`src/tpt_pkg.sv`:
```
// ----------------------------------------------------------------------------
// tpt_pkg: shared types and constants for the page-table translator
// Field widths, parameter defaults and the control words passed between the
// sequencer, the TLB and the page-table store.
// ----------------------------------------------------------------------------
`default_nettype none

package tpt_pkg;

  localparam int ADDR_BITS    = 16;
  localparam int OFFSET_BITS  = 8;
  localparam int PAGE_BITS    = 8;
  localparam int FRAME_BITS   = 8;
  localparam int FRAME_LIMIT  = 256;
  localparam int CFG_BITS     = 9;
  localparam int COUNT_BITS   = 32;

  localparam int DEF_TLB_ENTRIES = 16;
  localparam int DEF_PAGE_COUNT  = 256;
  localparam int DEF_MAX_FRAMES  = 256;

  localparam logic [CFG_BITS-1:0] FRAME_COUNT_RESET = 9'd128;

  // Command to the TLB: one compare key shared by lookup and invalidation.
  typedef struct packed {
    logic                  insert;
    logic                  drop;
    logic [PAGE_BITS-1:0]  key;
    logic [PAGE_BITS-1:0]  ins_page;
    logic [FRAME_BITS-1:0] ins_frame;
  } tpt_tlb_cmd_t;

  typedef struct packed {
    logic                  hit;
    logic [FRAME_BITS-1:0] frame;
  } tpt_tlb_rsp_t;

  // Update to the page table and frame owner store on a fault.
  typedef struct packed {
    logic                  commit;
    logic                  evict;
    logic [PAGE_BITS-1:0]  page;
    logic [FRAME_BITS-1:0] frame;
    logic [PAGE_BITS-1:0]  drop_page;
  } tpt_ptab_upd_t;

endpackage

`default_nettype wire

```
`src/tpt_tlb.sv`:
```
// ----------------------------------------------------------------------------
// tpt_tlb: fully associative TLB with FIFO fill
// One bank of tag comparators serves both the lookup and the invalidation of
// an evicted page; the lowest matching entry wins.
// ----------------------------------------------------------------------------
`default_nettype none

module tpt_tlb #(
  parameter int TLB_ENTRIES = 16
) (
  input  wire                   clk,
  input  wire                   rst,
  input  wire tpt_pkg::tpt_tlb_cmd_t cmd,
  output tpt_pkg::tpt_tlb_rsp_t rsp
);
  import tpt_pkg::*;

  localparam int TIDX = (TLB_ENTRIES > 1) ? $clog2(TLB_ENTRIES) : 1;

  logic [PAGE_BITS-1:0]  tag  [TLB_ENTRIES];
  logic [FRAME_BITS-1:0] fnum [TLB_ENTRIES];
  logic [TLB_ENTRIES-1:0] valid;
  logic [TLB_ENTRIES-1:0] valid_next;
  logic [TIDX-1:0]        fill_ptr;

  logic [TLB_ENTRIES-1:0] match;
  logic [TLB_ENTRIES-1:0] first;
  logic [FRAME_BITS-1:0]  sel_frame;

  always_comb begin
    for (int i = 0; i < TLB_ENTRIES; i++) begin
      match[i] = valid[i] && (tag[i] == cmd.key);
    end
  end

  // isolate lowest set bit
  assign first = match & (~match + TLB_ENTRIES'(1));

  always_comb begin
    sel_frame = '0;
    for (int i = 0; i < TLB_ENTRIES; i++) begin
      if (first[i]) begin
        sel_frame = sel_frame | fnum[i];
      end
    end
  end

  always_comb begin
    rsp.hit   = |match;
    rsp.frame = sel_frame;
  end

  // Drop matching entries first, then set the slot being filled.
  always_comb begin
    valid_next = valid;
    if (cmd.drop) begin
      valid_next = valid_next & ~match;
    end
    if (cmd.insert) begin
      valid_next[fill_ptr] = 1'b1;
    end
  end

  always_ff @(posedge clk) begin
    if (rst) begin
      valid    <= '0;
      fill_ptr <= '0;
    end else begin
      valid <= valid_next;
      if (cmd.insert) begin
        if (fill_ptr == TIDX'(TLB_ENTRIES - 1)) begin
          fill_ptr <= '0;
        end else begin
          fill_ptr <= fill_ptr + TIDX'(1);
        end
      end
    end
  end

  always_ff @(posedge clk) begin
    if (cmd.insert) begin
      tag[fill_ptr]  <= cmd.ins_page;
      fnum[fill_ptr] <= cmd.ins_frame;
    end
  end

endmodule

`default_nettype wire

```
`config.mk`:
```
export PLATFORM = sky130hd
export DESIGN_NAME = tpt_tlb
export DESIGN_NICKNAME = d
export VERILOG_FILES = /design/src/tpt_pkg.sv /design/src/tpt_tlb.sv
export SDC_FILE = /design/constraint.sdc
export NUM_CORES = 1
export LEC_CHECK = 0
export ABC_AREA = 1
export BUFFER_PORTS_ARGS = -buffer_cell sky130_fd_sc_hd__buf_2
export CAP_MARGIN = 5
export CORE_MARGIN = 2
export CORE_UTILIZATION = 36
export CTS_CLUSTER_SIZE = 20
export DETAILED_ROUTE_END_ITERATION = 6
export SLEW_MARGIN = 10
export SYNTH_ARGS = -nofsm -noshare
export SYNTH_HDL_FRONTEND = slang
export SYNTH_SLANG_ARGS = --single-unit
```
`constraint.sdc`:
```
create_clock -name clk -period 3.8 [get_ports clk]
set_clock_uncertainty 0.05 [all_clocks]
set_input_delay 0.76 -clock clk [delete_from_list [all_inputs] [get_ports clk]]
set_output_delay 0.76 -clock clk [all_outputs]
set_load 0.05 [all_outputs]
```
======== After elaboration in Yosys (flattened, before gate mapping) ========
Memory sizes are Yosys's and may differ from the RTL's.
Index checks and enable logic that the tools add are counted.
word-level totals
  register bits after elaboration ......... 20
  RAM bits ................................ 256
  input bits .............................. 28
  logic and storage cells ................. 85
  memories ................................ 2
  output and inout port bits .............. 9
  latch bits .............................. 0
  ROM bits ................................ 0
cells by class
  multiplexer cells ....................... 23
  bitwise operators ....................... 19
  div/mod/pow operators ................... 0
  eq/ne operators ......................... 17
  reduce and logical (&&, ||, !) cells .... 18
  add/subtract/negate cells ............... 2
  multipliers ............................. 0
  order comparisons ....................... 2
  shift-type cells ........................ 0
memory list
  memory  words  width  rd ports  clocked after memory_dff  wr ports  RTL line       source
  fnum    16     8      16        0                         1         tpt_tlb.sv:21  logic [FRAME_BITS-1:0] fnum [TLB_ENTRIES];
  tag     16     8      16        0                         1         tpt_tlb.sv:20  logic [PAGE_BITS-1:0] tag [TLB_ENTRIES];
operator list
  operator                 count
  $eq A8 B8 Y1             16
  $mux W8                  16
  $or A8 B8 Y8             15
  $and A16 B16 Y16         2
  $mux W16                 2
  $logic_and A1 B1 Y1      17
  $add A16 B1 Y16 const B  1
  $not A16 Y16             1
  $or A16 B16 Y16          1
  $reduce_or A16 Y1        1
  $lt A4 B5 Y1 const B     1
  $add A4 B1 Y4 const B    1
  $demux W1 S4             1
  $eq A4 B4 Y1 const B     1
  $ge A4 B1 Y1 const B     1
  $mux W4                  1
  $mux W1                  3

======== Longest topological paths before layout ========
  depth after elaboration ................. 36
  gate-level depth with buffers ........... 16
  depth with buffers taken out ............ 15

======== Worst setup path before layout ========
OpenSTA, ideal clock, no wires.
  path kind ............................... input to output
  from .................................... input cmd[23] (netlist bit)
  to ...................................... output rsp[5] (netlist bit)
  data required time ...................... 2.990 ns
  arrival time ............................ 2.483 ns
  path slack .............................. 0.507 ns
  buffers on the path ..................... 3
  cell stages on the path ................. 15
  cells stage by stage .................... buf_6 -> buf_12 -> xnor2_2 -> nand2_2 -> nor2_2 -> nand3_2 -> nand2_4 -> nor2_8 -> nand2_8 -> inv_4 -> buf_6 -> nand3_1 -> nand3_1 -> nor2_1 -> nand3_1
RTL lines
  what                RTL line       source
  start: declaration  tpt_tlb.sv:13  input wire tpt_pkg::tpt_tlb_cmd_t cmd,
  end: declaration    tpt_tlb.sv:14  output tpt_pkg::tpt_tlb_rsp_t rsp

==> results.cfg <==
[routing]
via_per_inst = 4.75
first_pass_iters = 4
drtIter0Drc = 518
drc_errors = 0
routed_wl_um = 26100
ant_nets = 0
routedWlPerCell_um = 17.2
vias = 7225

[setup_path]
path_class = in -> out
crit_path_max_incr_delay_ns = 0.27
startpoint_type = primary input
cpMaxStageDelayCell = nor3_4
reg2reg_slack_ns = 1.64
worstPathRequired_ns = 2.99
path_cells = buf_2 -> buf_12 -> buf_4 -> xnor2_1 -> nand2_1 -> nor3_1 -> nand3_1 -> nor3_4 -> buf_12 -> nand3_1 -> nand2_1 -> inv_1 -> nand3_1 -> clkbuf_4
worst-path-stages = 14
rr_worst_depth = 4
worst_setup_path_end_kind = output port
crit_top_cell = nand3_1
arrival_ns = 2.86
crit_family = simple AND/OR/NAND/NOR gates
cp_max_fo = 13
crit_buf_inv = 6

[final_layout]
fin_area_mm2 = 0.0140
finalNonFillerCells = 1522
final_util_pct = 42.8
nFillCells = 3057
area_growth_pct = 16.1
finalNetCount = 1090
layout-drive-gt1-share_pct = 16.4
antenna_cells = 0

[global_routing]
grt_pass1_vias = 7113
grt_antenna_before_repair = 0
track_usage_pct = 14.9
grt_pass1_wl_um = 40700
grt_max_degree = 20
grt-ovfl-total = 0

[timing]
report.final.slew_viol_count = 0
min_period_over_period_pct = 96.6
slew_headroom_pct = 38.0
fmax_ghz = 0.272
holdWs_ns = 0.430
report.final.hold_viol_count = 0
setup_slack_ns = 0.130
worstMarginPinSlew_ns = 0.926
fin_crit_ns = 3.67
setup_viol = 0

[floorplan]
ios = 37
row_count = 66
start_util_pct = 36.8
die_x_um = 187
core_area_mm2 = 0.0327
dieArea_mm2 = 0.0349
die_y_um = 187

[synth]
ys_top_cells_by_count = 256 x edfxtp_1, 163 x nand2_1, 133 x nand3_1, 108 x xnor2_1, 101 x nor2_1
synth_nets = 1005
synth.distinct_cells = 37
synth-edff-count = 256
synthArstFlopShare_pct = 0
ys_seq_elements = 276
avgSynthCellArea_um2 = 12.4
yosysMostFrequentCell = edfxtp_1
synth_cells = 973
synthTopCellsByArea = edfxtp_1 64%, xnor2_1 7.9%, nand3_1 5.5%
ys_seq_area_share_pct = 67.2
syn_area_mm2 = 0.0120
synth_top_cell_by_area = edfxtp_1
ys.flop_type = edfxtp_1
synth.top_cell.area_share_pct = 63.8
yosysWarningCount = 0

[clocking]
clock_sinks = 276
path_clk_slew_ns = 0.06
cts.htree.levels = 1
cts_tree = built
clock_latency_ns = 0.53
numCtsBuffers = 28
cts-root-buf = clkbuf_16
max-clock-path-buffers = 3

[pwr]
p_per_area_mw_per_mm2 = 450
peakVddDrop_v = 0.000352
power_leakage_nw = 5.08

[placed_design]
pre_cts_slack_ns = -0.109
place_inst = 1466
dpl_cell_area_mm2 = 0.0129
dp_hpwl_um = 17700
port_buffers = 36
gp_congestion = 0.800

[job]
max_cap_viol_count = 0

[run_status]
status = completed

[worst_hold_path]
hold_class = reg -> reg
hold_depth = 2
[cell type report]
cell class | instances | area [um2] | share of cell area (%)
inverter | 58 | 220 | 1.57
clock inverter | 11 | 77.6 | 0.555
multi-input combinational | 612 | 3530 | 25.2
timing repair buffer | 82 | 706 | 5.05
sequential | 276 | 8090 | 57.8
clock buffer | 41 | 811 | 5.80
tap | 442 | 553 | 3.96
[kinds of logic after synthesis]
group	Yosys count	synth area share (%)
flops	276	67.2
mux	1	0.0831
fa+ha+maj	4	0.416
xor+xnor	119	8.84
buf+inv	86	4.24
compound gates	25	1.06
simple gates	462	18.2
[final timing paths]
check | to | startpoint
max reg2reg | tag[11][2] | fill_ptr[0]
max | rsp[5] | cmd[23]
min | valid[15] | valid[15]
min reg2reg | valid[15] | valid[15]
[layer usage]
| layer | GRT usage (%) | wire [um] |
|---|---|---|
| met5 | 0 | 0 |
| met2 | 25.7 | 12600 |
| met1 | 20.2 | 12000 |
| met4 | 3.39 | 387 |
| met3 | 2.06 | 1150 |
[timing repair]
item                       4_1_cts  5_1_grt
pin swaps                        1        6
setup buffers                    1        2
hold buffers                     0        0
setup endpoints to repair        8        8
gates resized for setup          2       25
gates cloned                     0        1
[flip-flops by register name, summed over array words and instances (netlist names)]
name,flops
valid,16
fill_ptr,4
fnum,128
tag,128
[layout by cell type (no fill, tap or decap), drive strengths merged]
cell	n
nand4	26
nand3	142
ha	4
clkbuf	48
inv	58
buf	75
xor2	8
a211oi	1
bufinv	1
o21ai	5
and2	1
clkinv	10
edfxtp	256
mux2i	1
dfxtp	20
xnor2	111
nand2	169
a21oi	19
nor3	7
nor4	1
nor2	117
[per-stage QoR]
step / power (mW) / setup TNS (ns)
2_1_floorplan: 3.61 / 0
3_5_place_dp: 3.72 / -0.321
5_1_grt: 6.50 / -0.0120
6_report: 6.29 / 0
4_1_cts: 6.35 / 0
3_3_place_gp: 3.72 / -0.164
[power by group]
group	switching (mW)	internal (mW)
combinational	0.182	0.102
sequential	0.0164	3.36
clock	1.10	1.54
[worst register-to-register path, cell delays in order, from the launching register on]
cell	delay, ns
dfxtp_1	0.40
ha_1	0.19
nand2_1	0.15
nor2_1	0.75
buf_4	0.33
Note: power is estimated with default switching activity, not from simulation.
